<file path="src/slc_pkg.sv">
`default_nettype none
package slc_pkg;

    localparam int LINE_CAPACITY = 256;
    localparam int ADDR_W        = $clog2(LINE_CAPACITY);
    localparam int LEN_W         = ADDR_W + 1;
    localparam int COUNT_BITS    = 24;
    localparam int OUT_BITS      = 4 * COUNT_BITS + 3;
    localparam int OUT_W         = ((OUT_BITS + 7) / 8) * 8;

    localparam logic [7:0] CH_SLASH = 8'h2F;
    localparam logic [7:0] CH_STAR  = 8'h2A;
    localparam logic [7:0] CH_BSL   = 8'h5C;
    localparam logic [7:0] CH_SQ    = 8'h27;
    localparam logic [7:0] CH_DQ    = 8'h22;
    localparam logic [7:0] CH_SP    = 8'h20;
    localparam logic [7:0] CH_TAB   = 8'h09;
    localparam logic [7:0] CH_CR    = 8'h0D;

    localparam logic [1:0] MODE_ALL     = 2'd0;
    localparam logic [1:0] MODE_COMMENT = 2'd1;
    localparam logic [1:0] MODE_CODE    = 2'd2;

    localparam int TOT_ALL     = 0;
    localparam int TOT_CODE    = 1;
    localparam int TOT_COMMENT = 2;
    localparam int TOT_BLANK   = 3;

    typedef enum logic [1:0] {
        OP_CHAR = 2'd0,
        OP_EOL  = 2'd1,
        OP_SOF  = 2'd2,
        OP_CLR  = 2'd3
    } t_op;

    typedef enum logic [3:0] {
        S_IDLE = 4'b0001,
        S_SCAN = 4'b0010,
        S_POST = 4'b0100,
        S_EMIT = 4'b1000
    } t_state;

    typedef struct packed {
        logic accept;
        logic scan;
        logic post;
        logic load_out;
    } t_dp_cmd;

    typedef struct packed {
        logic early;
        logic scan_end;
    } t_dp_sts;

    function automatic logic [COUNT_BITS-1:0] sat_inc(input logic [COUNT_BITS-1:0] v,
                                                      input logic en);
        sat_inc = (en && (v != {COUNT_BITS{1'b1}})) ? v + 1'b1 : v;
    endfunction

endpackage
`default_nettype wire

</file>
<file path="src/source_line_classifier.sv">
// Source line classifier.
// Input stream: i_s_tuser carries the operation (character, end of line,
// start of file, clear totals), i_s_tdata the character byte. Characters
// are taken one per cycle into a 256-byte line store; leading whitespace
// is dropped and bytes past the store set the truncation flag.
// An end of line produces one output word: four saturating 24-bit totals
// and the carried block-comment, open-quote and truncation flags. Other
// operations produce no word.
// Order of work: an end of line settled by the pair flags kept while storing
// goes straight to the emit state; otherwise the controller walks the
// stored line through the store's single read port, one byte a cycle,
// then takes a post step and then emits; a line comment ends the walk
// early.
// Input is not taken during that walk or until the word is loaded.
// The output register holds its word while i_m_tready is low; the block
// then still takes characters and other items, and stalls only at the
// next end of line until the word is taken.
// Reset (synchronous, active low) clears totals, flags and the counting
// mode; the line store needs no clearing.
`default_nettype none
module source_line_classifier
    import slc_pkg::*;
(
    input  wire logic             i_clk,
    input  wire logic             i_rst_n,
    input  wire logic             i_s_tvalid,
    output logic                  o_s_tready,
    input  wire logic [7:0]       i_s_tdata,   // char_byte
    input  wire logic [1:0]       i_s_tuser,   // op
    output logic                  o_m_tvalid,
    input  wire logic             i_m_tready,
    // total_lines, code_lines, comment_lines, blank_lines,
    // inside_block_comment, inside_quote, line_truncated, zero pad
    output logic [OUT_W-1:0]      o_m_tdata,
    input  wire logic             i_cfg_we,
    input  wire logic [1:0]       i_cfg_wdata  // counting_mode
);

    t_dp_cmd cmd;
    t_dp_sts sts;
    t_op     op;

    assign op = t_op'(i_s_tuser);

    slc_ctrl u_ctrl (
        .i_clk      (i_clk),
        .i_rst_n    (i_rst_n),
        .i_s_tvalid (i_s_tvalid),
        .o_s_tready (o_s_tready),
        .i_op       (op),
        .i_sts      (sts),
        .o_cmd      (cmd),
        .o_m_tvalid (o_m_tvalid),
        .i_m_tready (i_m_tready)
    );

    slc_dp u_dp (
        .i_clk       (i_clk),
        .i_rst_n     (i_rst_n),
        .i_cmd       (cmd),
        .o_sts       (sts),
        .i_op        (op),
        .i_char      (i_s_tdata),
        .i_cfg_we    (i_cfg_we),
        .i_cfg_wdata (i_cfg_wdata),
        .o_data      (o_m_tdata)
    );

endmodule
`default_nettype wire

</file>
<file path="src/slc_ctrl.sv">
`default_nettype none
module slc_ctrl
    import slc_pkg::*;
(
    input  wire logic    i_clk,
    input  wire logic    i_rst_n,
    input  wire logic    i_s_tvalid,
    output logic         o_s_tready,
    input  wire t_op     i_op,
    input  wire t_dp_sts i_sts,
    output t_dp_cmd      o_cmd,
    output logic         o_m_tvalid,
    input  wire logic    i_m_tready
);

    t_state r_state, n_state;
    logic   r_out_valid, n_out_valid;
    logic   accept, out_free;

    assign o_s_tready = (r_state == S_IDLE);
    assign accept     = i_s_tvalid && o_s_tready;
    assign out_free   = !r_out_valid || i_m_tready;
    assign o_m_tvalid = r_out_valid;

    always_comb begin
        o_cmd.accept   = accept;
        o_cmd.scan     = (r_state == S_SCAN);
        o_cmd.post     = (r_state == S_POST);
        o_cmd.load_out = (r_state == S_EMIT) && out_free;
    end

    always_comb begin
        n_state = r_state;
        unique case (r_state)
            S_IDLE: begin
                if (accept && i_op == OP_EOL) begin
                    n_state = i_sts.early ? S_EMIT : S_SCAN;
                end
            end
            S_SCAN: begin
                if (i_sts.scan_end) begin
                    n_state = S_POST;
                end
            end
            S_POST: n_state = S_EMIT;
            S_EMIT: begin
                if (out_free) begin
                    n_state = S_IDLE;
                end
            end
            default: n_state = S_IDLE;
        endcase
    end

    always_comb begin
        n_out_valid = r_out_valid && !i_m_tready;
        if (o_cmd.load_out) begin
            n_out_valid = 1'b1;
        end
    end

    always_ff @(posedge i_clk) begin
        if (!i_rst_n) begin
            r_state     <= S_IDLE;
            r_out_valid <= 1'b0;
        end else begin
            r_state     <= n_state;
            r_out_valid <= n_out_valid;
        end
    end

    a_scan_start: assert property (@(posedge i_clk) disable iff (!i_rst_n)
        (accept && i_op == OP_EOL && !i_sts.early) |=> (r_state == S_SCAN))
        else $error("end of line without early result did not start a scan");

    a_post_emit: assert property (@(posedge i_clk) disable iff (!i_rst_n)
        (r_state == S_POST) |=> (r_state == S_EMIT))
        else $error("post step not followed by emit");

    a_load_valid: assert property (@(posedge i_clk) disable iff (!i_rst_n)
        o_cmd.load_out |=> (o_m_tvalid && r_state == S_IDLE))
        else $error("loaded word not presented");

endmodule
`default_nettype wire

</file>
<file path="src/slc_dp.sv">
`default_nettype none
module slc_dp
    import slc_pkg::*;
(
    input  wire logic             i_clk,
    input  wire logic             i_rst_n,
    input  wire t_dp_cmd          i_cmd,
    output t_dp_sts               o_sts,
    input  wire t_op              i_op,
    input  wire logic [7:0]       i_char,
    input  wire logic             i_cfg_we,
    input  wire logic [1:0]       i_cfg_wdata,
    output logic [OUT_W-1:0]      o_data
);

    logic [7:0]            mem [LINE_CAPACITY];
    logic [LEN_W-1:0]      r_len;
    logic                  r_past, r_ovf, r_bco, r_qo;
    logic [COUNT_BITS-1:0] r_tot [4];
    logic [1:0]            r_mode;
    logic [7:0]            r_last, r_prev;
    logic                  r_has_ss, r_has_sst, r_has_sts, r_has_q, r_c0s, r_c1s;
    logic [LEN_W-1:0]      r_k;
    logic                  r_rv;
    logic [ADDR_W-1:0]     r_ri;
    logic [7:0]            r_rdata, r_c;
    logic [1:0]            r_skip;
    logic                  r_sc, r_scode, r_ds, r_ss;
    logic [OUT_W-1:0]      r_out;

    logic m_ac, m_com, m_code;
    logic is_ws, store_ok, do_store, rd_en;
    logic none_pairs, e_blank, e_code, e_com;
    logic step, brk, n_sc, n_scode, n_ss, n_bco, n_qo;
    logic [1:0] n_skip;
    logic p_sc, p_scode, p_qo;
    logic [7:0] c, n;
    logic sts_early, sts_end;

    assign m_ac   = (r_mode == MODE_ALL) || (r_mode == MODE_COMMENT);
    assign m_com  = (r_mode == MODE_COMMENT);
    assign m_code = (r_mode == MODE_CODE);

    assign is_ws    = (i_char == CH_SP) || (i_char >= CH_TAB && i_char <= CH_CR);
    assign do_store = i_cmd.accept && (i_op == OP_CHAR) && (r_past || !is_ws);
    assign store_ok = (r_len < LEN_W'(LINE_CAPACITY));
    assign rd_en    = i_cmd.scan && (r_k < r_len);

    assign o_sts = '{early: sts_early, scan_end: sts_end};

    always_comb begin
        none_pairs = !r_has_ss && !r_has_sst && !r_has_sts;
        e_blank    = (r_len == '0);
        e_code     = 1'b0;
        e_com      = 1'b0;
        if (!e_blank) begin
            if (r_bco && !r_has_sts) begin
                e_com = 1'b1;
            end else if (none_pairs && !r_has_q) begin
                e_code = 1'b1;
            end else if (r_len >= LEN_W'(2) && r_c0s && r_c1s && !r_bco && !r_qo) begin
                e_com = 1'b1;
            end
        end
        sts_early = e_blank || e_code || e_com;
    end

    always_comb begin
        c       = r_c;
        n       = r_rdata;
        step    = r_rv && (r_ri != '0) && (r_skip == 2'd0);
        brk     = 1'b0;
        n_sc    = r_sc;
        n_scode = r_scode;
        n_ss    = r_ss;
        n_bco   = r_bco;
        n_qo    = r_qo;
        n_skip  = (r_skip != 2'd0) ? r_skip - 2'd1 : 2'd0;
        if (step) begin
            if (c == CH_SLASH && n == CH_SLASH && !r_bco && !r_qo) begin
                n_sc = r_sc || m_ac;
                brk  = 1'b1;
            end else if (c == CH_SLASH && n == CH_STAR && !r_bco && !r_qo) begin
                n_sc   = r_sc || m_ac;
                n_bco  = 1'b1;
                n_ss   = 1'b1;
                n_skip = 2'd1;
            end else if (c != CH_SP && c != CH_TAB && !r_bco) begin
                n_scode = 1'b1;
                if (c == CH_BSL) begin
                    n_skip = 2'd1;
                end else if (c == CH_SQ) begin
                    n_skip = (n == CH_BSL) ? 2'd2 : 2'd1;
                end else if (c == CH_DQ) begin
                    n_qo = !r_qo;
                end
            end else if (c == CH_STAR && n == CH_SLASH && r_bco && !r_qo) begin
                n_sc   = r_sc || m_ac;
                n_bco  = 1'b0;
                n_ss   = 1'b1;
                n_skip = 2'd1;
            end
        end
        sts_end = r_rv && (brk || ({1'b0, r_ri} == r_len - 1'b1));
    end

    always_comb begin
        p_sc    = r_sc;
        p_scode = r_scode;
        p_qo    = r_qo;
        if (r_ds) begin
            if (m_com && p_scode) p_scode = 1'b0;
            if (m_code && !p_scode) p_sc = 1'b1;
        end else if (r_last == CH_DQ && !r_bco) begin
            p_qo = !r_qo;
            if (!p_qo) p_scode = 1'b1;
        end else begin
            if (r_last != CH_SP && r_last != CH_TAB && !r_bco && r_prev != CH_STAR
                && r_last != CH_SLASH) begin
                p_scode = 1'b1;
            end
            if (r_ss) begin
                if (m_com && p_scode) p_scode = 1'b0;
                if (m_code && !p_scode && !p_sc) p_sc = 1'b1;
            end
            if (!p_sc && r_bco && m_code && !p_scode) p_sc = 1'b1;
        end
    end

    always_ff @(posedge i_clk) begin
        if (do_store && store_ok) begin
            mem[r_len[ADDR_W-1:0]] <= i_char;
        end
        if (rd_en) begin
            r_rdata <= mem[r_k[ADDR_W-1:0]];
        end
        if (i_cmd.load_out) begin
            r_out <= {{(OUT_W-OUT_BITS){1'b0}}, r_ovf, r_qo, r_bco,
                      r_tot[TOT_BLANK], r_tot[TOT_COMMENT], r_tot[TOT_CODE], r_tot[TOT_ALL]};
        end
    end

    always_ff @(posedge i_clk) begin
        if (!i_rst_n) begin
            r_len     <= '0;
            r_past    <= 1'b0;
            r_ovf     <= 1'b0;
            r_bco     <= 1'b0;
            r_qo      <= 1'b0;
            r_mode    <= MODE_ALL;
            r_last    <= '0;
            r_prev    <= '0;
            r_has_ss  <= 1'b0;
            r_has_sst <= 1'b0;
            r_has_sts <= 1'b0;
            r_has_q   <= 1'b0;
            r_c0s     <= 1'b0;
            r_c1s     <= 1'b0;
            r_k       <= '0;
            r_rv      <= 1'b0;
            r_ri      <= '0;
            r_c       <= '0;
            r_skip    <= '0;
            r_sc      <= 1'b0;
            r_scode   <= 1'b0;
            r_ds      <= 1'b0;
            r_ss      <= 1'b0;
            for (int t = 0; t < 4; t++) begin
                r_tot[t] <= '0;
            end
        end else begin
            if (i_cfg_we) begin
                r_mode <= i_cfg_wdata;
            end
            if (do_store) begin
                r_past <= 1'b1;
                if (store_ok) begin
                    r_len     <= r_len + 1'b1;
                    r_last    <= i_char;
                    r_prev    <= r_last;
                    r_has_ss  <= r_has_ss  || (r_last == CH_SLASH && i_char == CH_SLASH);
                    r_has_sst <= r_has_sst || (r_last == CH_SLASH && i_char == CH_STAR);
                    r_has_sts <= r_has_sts || (r_last == CH_STAR && i_char == CH_SLASH);
                    r_has_q   <= r_has_q || (i_char == CH_DQ);
                    if (r_len == LEN_W'(0)) r_c0s <= (i_char == CH_SLASH);
                    if (r_len == LEN_W'(1)) r_c1s <= (i_char == CH_SLASH);
                end else begin
                    r_ovf <= 1'b1;
                end
            end
            if (i_cmd.accept && i_op == OP_CLR) begin
                for (int t = 0; t < 4; t++) begin
                    r_tot[t] <= '0;
                end
            end
            if ((i_cmd.accept && i_op == OP_SOF) || i_cmd.load_out) begin
                r_len     <= '0;
                r_past    <= 1'b0;
                r_ovf     <= 1'b0;
                r_last    <= '0;
                r_prev    <= '0;
                r_has_ss  <= 1'b0;
                r_has_sst <= 1'b0;
                r_has_sts <= 1'b0;
                r_has_q   <= 1'b0;
                r_c0s     <= 1'b0;
                r_c1s     <= 1'b0;
            end
            if (i_cmd.accept && i_op == OP_SOF) begin
                r_bco <= 1'b0;
                r_qo  <= 1'b0;
            end
            if (i_cmd.accept && i_op == OP_EOL) begin
                r_tot[TOT_ALL]     <= sat_inc(r_tot[TOT_ALL], 1'b1);
                r_tot[TOT_BLANK]   <= sat_inc(r_tot[TOT_BLANK], e_blank);
                r_tot[TOT_CODE]    <= sat_inc(r_tot[TOT_CODE], e_code);
                r_tot[TOT_COMMENT] <= sat_inc(r_tot[TOT_COMMENT], e_com);
                r_k     <= '0;
                r_rv    <= 1'b0;
                r_skip  <= '0;
                r_sc    <= 1'b0;
                r_scode <= 1'b0;
                r_ds    <= 1'b0;
                r_ss    <= 1'b0;
            end
            if (i_cmd.scan) begin
                r_rv <= rd_en;
                if (rd_en) begin
                    r_k  <= r_k + 1'b1;
                    r_ri <= r_k[ADDR_W-1:0];
                end
                if (r_rv) begin
                    r_c     <= r_rdata;
                    r_skip  <= n_skip;
                    r_sc    <= n_sc;
                    r_scode <= n_scode;
                    r_ss    <= n_ss;
                    r_bco   <= n_bco;
                    r_qo    <= n_qo;
                    r_ds    <= r_ds || brk;
                end
            end
            if (i_cmd.post) begin
                r_qo               <= p_qo;
                r_tot[TOT_CODE]    <= sat_inc(r_tot[TOT_CODE], p_scode);
                r_tot[TOT_COMMENT] <= sat_inc(r_tot[TOT_COMMENT], p_sc);
            end
        end
    end

    assign o_data = r_out;

endmodule
`default_nettype wire
</file>
<file path="config.mk">
export PLATFORM = sky130hd
export DESIGN_NAME = source_line_classifier
export DESIGN_NICKNAME = d
export VERILOG_FILES = /design/src/slc_pkg.sv /design/src/source_line_classifier.sv /design/src/slc_ctrl.sv /design/src/slc_dp.sv
export SDC_FILE = /design/constraint.sdc
export NUM_CORES = 2
export LEC_CHECK = 0
export BUFFER_PORTS_ARGS = -buffer_cell sky130_fd_sc_hd__clkbuf_2
export CORE_AREA = 2 2 565 567
export CTS_CLUSTER_DIAMETER = 30
export CTS_CLUSTER_SIZE = 14
export DETAILED_ROUTE_END_ITERATION = 12
export DIE_AREA = 0 0 567 569
export PLACE_DENSITY = 0.54
export SLEW_MARGIN = 20
export SYNTH_ARGS = -nofsm -noshare
export SYNTH_HDL_FRONTEND = slang
export SYNTH_SLANG_ARGS = --single-unit
</file>
<file path="constraint.sdc">
create_clock -name i_clk -period 8.75 [get_ports i_clk]
set_input_delay 0.875 -clock i_clk [delete_from_list [all_inputs] [get_ports i_clk]]
set_output_delay 0.875 -clock i_clk [all_outputs]
set_load 0.01 [all_outputs]
</file>
### After elaboration in Yosys (flattened, before gate mapping)

Memories as Yosys holds them, arrays and structs flattened. A register that Yosys moved wholly into a read port is not among the register bits.
Cells that the tools add are included.

* bits in registers: 173
* bits in writable memories: 2144
* input bits: 17
* output and inout port bits: 106
* logic and storage cells: 340
* memories kept: 2

* $add $sub $neg: 8
* $lt $le $gt $ge: 5
* equal/unequal tests: 56
* muxes and demuxes: 130
* bitwise gates (word level): 12
* reductions and logical operators: 101

Memories
* u_dp.mem: words 256, width 8, rd ports 1, clocked after Yosys merged registers in 1, wr ports 1, RTL line slc_dp.sv:16 `logic [7:0] mem [LINE_CAPACITY];`
* u_dp.r_tot: words 4, width 24, rd ports 4, clocked after Yosys merged registers in 0, wr ports 4, RTL line slc_dp.sv:19 `logic [COUNT_BITS-1:0] r_tot [4];`

Operator list (count)
* 24-bit 2-to-1 mux: 16
* 8-bit by 6-bit equality test with 1-bit output (second input constant): 13
* 24-bit by 1-bit adder with 24-bit output (second input constant): 4
* 24-bit inequality test (second input constant): 4
* 1-bit 2-to-1 mux: 94
* 1-bit logical AND: 54
* 4-bit inequality test (second input constant): 9
* 8-bit by 6-bit inequality test with 1-bit output (second input constant): 4
* 9-bit 2-to-1 mux: 3
* 2-bit 2-to-1 mux: 12
* 9-bit by 1-bit adder with 9-bit output (second input constant): 2
* 8-bit by 7-bit equality test with 1-bit output (second input constant): 2
* 4-bit 2-to-1 mux: 4
* 8-bit by 4-bit inequality test with 1-bit output (second input constant): 2
* 4-bit case mux with 4 select lines: 1
* 1-bit logical NOT: 14
* 1-bit logical OR: 14
* 3-bit inequality test (second input constant): 4
* 3-bit AND reduction: 4
* 5-bit inequality test (second input constant): 2
* 1-bit OR: 10
* 8-bit by 9-bit equality test with 1-bit output: 1
* 9-bit by 1-bit equality test with 1-bit output (second input constant): 1
* 9-bit by 2-bit greater-or-equal comparator with 1-bit output (second input constant): 1
* 23 further kinds: 37

### Longest topological paths before layout

* depth after elaboration: 30
* mapped depth: 13
* gate-level depth less buffers: 10

### Modules after synthesis

Synthesis repeated with hierarchy kept, for this count alone.

* cells, all modules: 4803
* area, all modules: 92170.9 um2

Modules (own cells, without submodules)
* slc_dp: instances 1, cells an instance 4769, area an instance 91828.1 um2, sequential area each 68735.9 um2
* slc_ctrl: instances 1, cells an instance 34, area an instance 342.8 um2, sequential area each 100.1 um2

### Worst setup path before layout

No wires, ideal clock.

* path kind: input -> register
* start point: in i_m_tready
* end point: reg u_dp.r_has_ss
* library setup time: 128 ps
* arrival time: 6396 ps
* data required time: 8622 ps
* path slack: 2227 ps
* stages: 6
* path buffers: 2
* path through: nor2b_1 -> nor2b_1 -> or2_2 -> clkbuf_1 -> clkbuf_1 -> nor2_1

RTL lines
* from (decl): RTL line source_line_classifier.sv:31 `input wire logic i_m_tready,`
* to (signal assigned): RTL line slc_dp.sv:181 `r_has_ss <= r_has_ss || (r_last == CH_SLASH && i_char == CH_SLASH);`
* to (decl): RTL line slc_dp.sv:22 `logic r_has_ss, r_has_sst, r_has_sts, r_has_q, r_c0s, r_c1s;`

### Worst setup path after layout

* start point: reg u_ctrl.r_state[3]
* end point: mem u_dp.mem[190][2], enable pin

* word-level cells in the longest chain between the ends: 7

RTL lines
* from (decl): RTL line slc_ctrl.sv:16 `t_state r_state, n_state;`
* from (signal assigned): RTL line slc_ctrl.sv:67 `r_state <= n_state;`
* 4-bit by 1-bit equality test with 1-bit output: RTL line slc_ctrl.sv:20 `assign o_s_tready = (r_state == S_IDLE);`
* 1-bit logical AND: RTL line slc_ctrl.sv:21 `assign accept = i_s_tvalid && o_s_tready;`
* 1-bit logical AND (2 in series): RTL line slc_dp.sv:45 `assign do_store = i_cmd.accept && (i_op == OP_CHAR) && (r_past || !is_ws);`
* 1-bit logical AND: RTL line slc_dp.sv:131 `if (do_store && store_ok) begin`
* 1-bit 2-to-1 mux: RTL line slc_dp.sv:131
* 1-bit 2-to-1 mux (implied by the code): RTL line slc_dp.sv:132 `mem[r_len[ADDR_W-1:0]] <= i_char;`
* to (decl): RTL line slc_dp.sv:16

Every way passes these cells.

==> summary.txt <==
Status
  – Status: completed

Placed design
  – Final GP Congestion: 0.828
  – # port buffers: 117
  – Cell Count Post-Placement: 8791
  – DP HPWL: 149000 um

Timing
  – Crit path time final: 4770 ps
  – Slew Viols, Final: 0
  – Relative slew margins: 0.238
  – Setup Skew: 111 ps
  – Worst-Margin Slew: 1140 ps
  – Fin. Hold Viols: 0
  – Fmax: 210 MHz
  – Final setup vio count: 0
  – RSZ-0062 raised after global routing: false
  – Tcrit/Tclk final: 0.545
  – Setup TNS: 0 ps

Die
  – Site Rows: 207
  – Boundary Pins: 123
  – Initial Util: 0.289
  – Die H: 569 um
  – Die area: 323000 um^2
  – Die width: 567 um
  – Core area: 317000 um^2

Setup path
  – Worst Setup Start Kind: flop
  – R2R depth: 9
  – Worst EP required: 9280 ps
  – Worst r2r dst: u_dp.mem[190][2]
  – Critical path type: flop to flop
  – Worst Setup End Kind: flop
  – Slack of the worst reg-to-reg path: 3980 ps
  – Worst-path fanout max: 21
  – Worst Setup SP: u_ctrl.r_state[3]
  – Worst endpoint data arrival time: 5300 ps
  – R2R Path Start: u_ctrl.r_state[3]

Route
  – DR pass1 iterations: 6
  – DRC Markers: 0
  – Via count: 47.9k
  – Post-DRT Antenna Nets: 0
  – Starting DRT DRC Count: 5768
  – Detailed Route WL: 251000 um
  – Vias per Instance: 5.01
  – Routed len/inst: 26.2 um

Min path
  – WHS Endpoint: u_dp.r_mode[1]
  – Worst Hold Class: input pin to flop
  – HP Start: i_cfg_wdata[1]
  – Hold Path Cell Cnt: 3

Finish
  – NumNets Final: 5071
  – Fin util: 0.352
  – Final instance count without filler cells: 9575
  – Share of cells above drive strength 1: 0.280
  – Layout area overhead: 22.0%

GRT
  – Largest net degree at the start of global routing: 157
  – Vias in the first global route: 48.3k
  – Gr ovfl total: 0
  – Antenna violations before repair: 7
  – Global-route usage over all layers: 0.152
  – First-pass GRT wire length: 358000 um

Synthesis
  – Area contributors post-synth: edfxtp_1 73%, mux4_2 14%, dfxtp_1 2.1%
  – Post-Syn Area per Cell: 19.7 um^2
  – Syn. warnings: 0
  – Number of enable flip-flop cells after synthesis: 2227
  – Synth area leader: edfxtp_1
  – Synth async-reset ratio: 0
  – Synthesized area: 91400 um^2
  – Post-synth top flop: edfxtp_1
  – Yosys top cell area share: 0.732
  – Syn Inst Count: 4644
  – Post-synth cell types: 75
  – Seq/Total Area, Yosys: 0.753
  – Yosys reg bits: 2325

Clock network
  – Number of buffers created by CTS: 422
  – Worst-path clk slew: 50 ps
  – CTS tree: yes
  – Max Root-Sink Buffers: 4
  – Clk_lat worst skew: 910 ps
  – Setup repair bufs after CTS: 0
  – Max H-tree Level: 5
  – Clock Sinks: 2325
  – Cts hold-fix bufs: 0
  – Cts repair resizes: 0
  – CTS root buf: clkbuf_16

Pwr
  – Worst VDD drop: 0.176 mV
  – Pwr Density: 263 nW/um^2
  – Leakage Power: 34.1 nW

Flow run
  – MaxCap Viol Count: 0
flip-flops by register name, summed over array words and instances, names as in the netlist, 2 cells and up:
name / flops
u_dp.r_prev: 8
u_dp.r_last: 8
u_dp.r_len: 9
u_dp.c: 8
u_ctrl.r_state: 4
u_dp.r_mode: 2
u_dp.r_skip: 2
u_dp.r_ri: 8
u_dp.o_data: 99
u_dp.r_tot: 96
u_dp.n: 8
u_dp.r_k: 9
u_dp.mem: 2048
stage by stage:
stage | cell area [um^2] | hold WS (ps) | total power [mW] | worst slack (ps)
floorplan | 91400 | 409 | 12.7 | 2230
global placement | 96900 | 430 | 13.0 | 3150
detailed placement | 96900 | 439 | 13.0 | 3080
CTS | 111000 | 297 | 29.5 | 3990
global route | 112000 | 337 | 30.1 | 3640
finish | 112000 | 355 | 29.3 | 3980
power breakdown:
part / switching, mW / internal (mW) / total, mW
logic: 0.354 / 0.0917 / 0.446
clock network: 5.79 / 10.7 / 16.5
registers: 0.0585 / 12.3 / 12.3
final cells by class:
class	count	area [um^2]
well taps	4180	5230
multi-input cells	2047	21200
diodes	1	2.50
clock inverters	322	3760
repair buffers	212	1460
inverters	28	110
fillers	29247	205000
clock buffers	460	10800
flip-flops and latches	2325	68900
worst max-delay path by stage:
stage,to,cells after the start,slack (ps)
after floorplan,u_dp.r_has_ss,6,2230
after global placement,u_dp.mem[254][0],10,3150
after detailed placement,u_dp.mem[94][2],10,3080
after CTS,u_dp.mem[254][0],9,3990
after global routing,u_dp.mem[254][0],9,3640
final,u_dp.mem[190][2],9,3980
cell usage in the layout, fill, tap and decap left out, types with 49 or more instances in the layout:
master | synthesis | final
mux2i_1 | 127 | 127
clkinv_1 | 1 | 51
edfxtp_1 | 2227 | 2227
nor2_1 | 435 | 432
clkbuf_2 | 0 | 109
a21oi_1 | 102 | 100
nand3_1 | 75 | 63
mux4_2 | 551 | 551
clkinvlp_4 | 0 | 56
buf_4 | 30 | 88
clkbuf_16 | 0 | 427
dfxtp_1 | 98 | 92
bufinv_16 | 0 | 58
xor2_1 | 49 | 49
nand2_1 | 179 | 179
o21ai_0 | 68 | 68
layer usage:
layer | global-route usage | wire, um | vias to the layer above
li1 | - | - | 19947
met1 | 0.216 | 110000 | 25390
met2 | 0.226 | 112000 | 2149
met3 | 0.0378 | 21600 | 450
met4 | 0.0486 | 7310 | 6
met5 | 0 | 39 | -
worst max-delay path: stages, from the launching register on:
cell	delay, ps
dfxtp_1	350
nor4b_4	470
nand2_1	120
nor2_1	480
nand3b_1	210
nand2b_1	570
nor2_1	430
nand2_1	650
buf_4	550
nor2_1	620
synth_stat cells (24+ instances only):
cell / n
a21oi_1: 102
nand4_1: 24
nand3_1: 75
xor2_1: 49
mux2i_1: 127
mux4_2: 551
nor2_1: 435
xnor2_1: 40
edfxtp_1: 2227
buf_4: 30
a221oi_1: 28
clkbuf_1: 107
dfxtp_1: 98
nor2b_1: 29
o21ai_0: 68
buf_2: 67
and3_1: 24
buf_6: 27
inv_1: 27
nor3_1: 30
nand2_1: 179
logic make-up after synthesis:
family,count (synthesis),synth area share
flip-flops,2325,0.753
other,1,0.0000410
XOR/XNOR,89,0.00853
AO/OA/AOI/OAI,359,0.0256
AND/OR/NAND/NOR,894,0.0442
multiplexers,682,0.150
buffers and inverters,276,0.0157
adder cells (fa/ha/maj),18,0.00246
(Power assumes the default switching activity.)
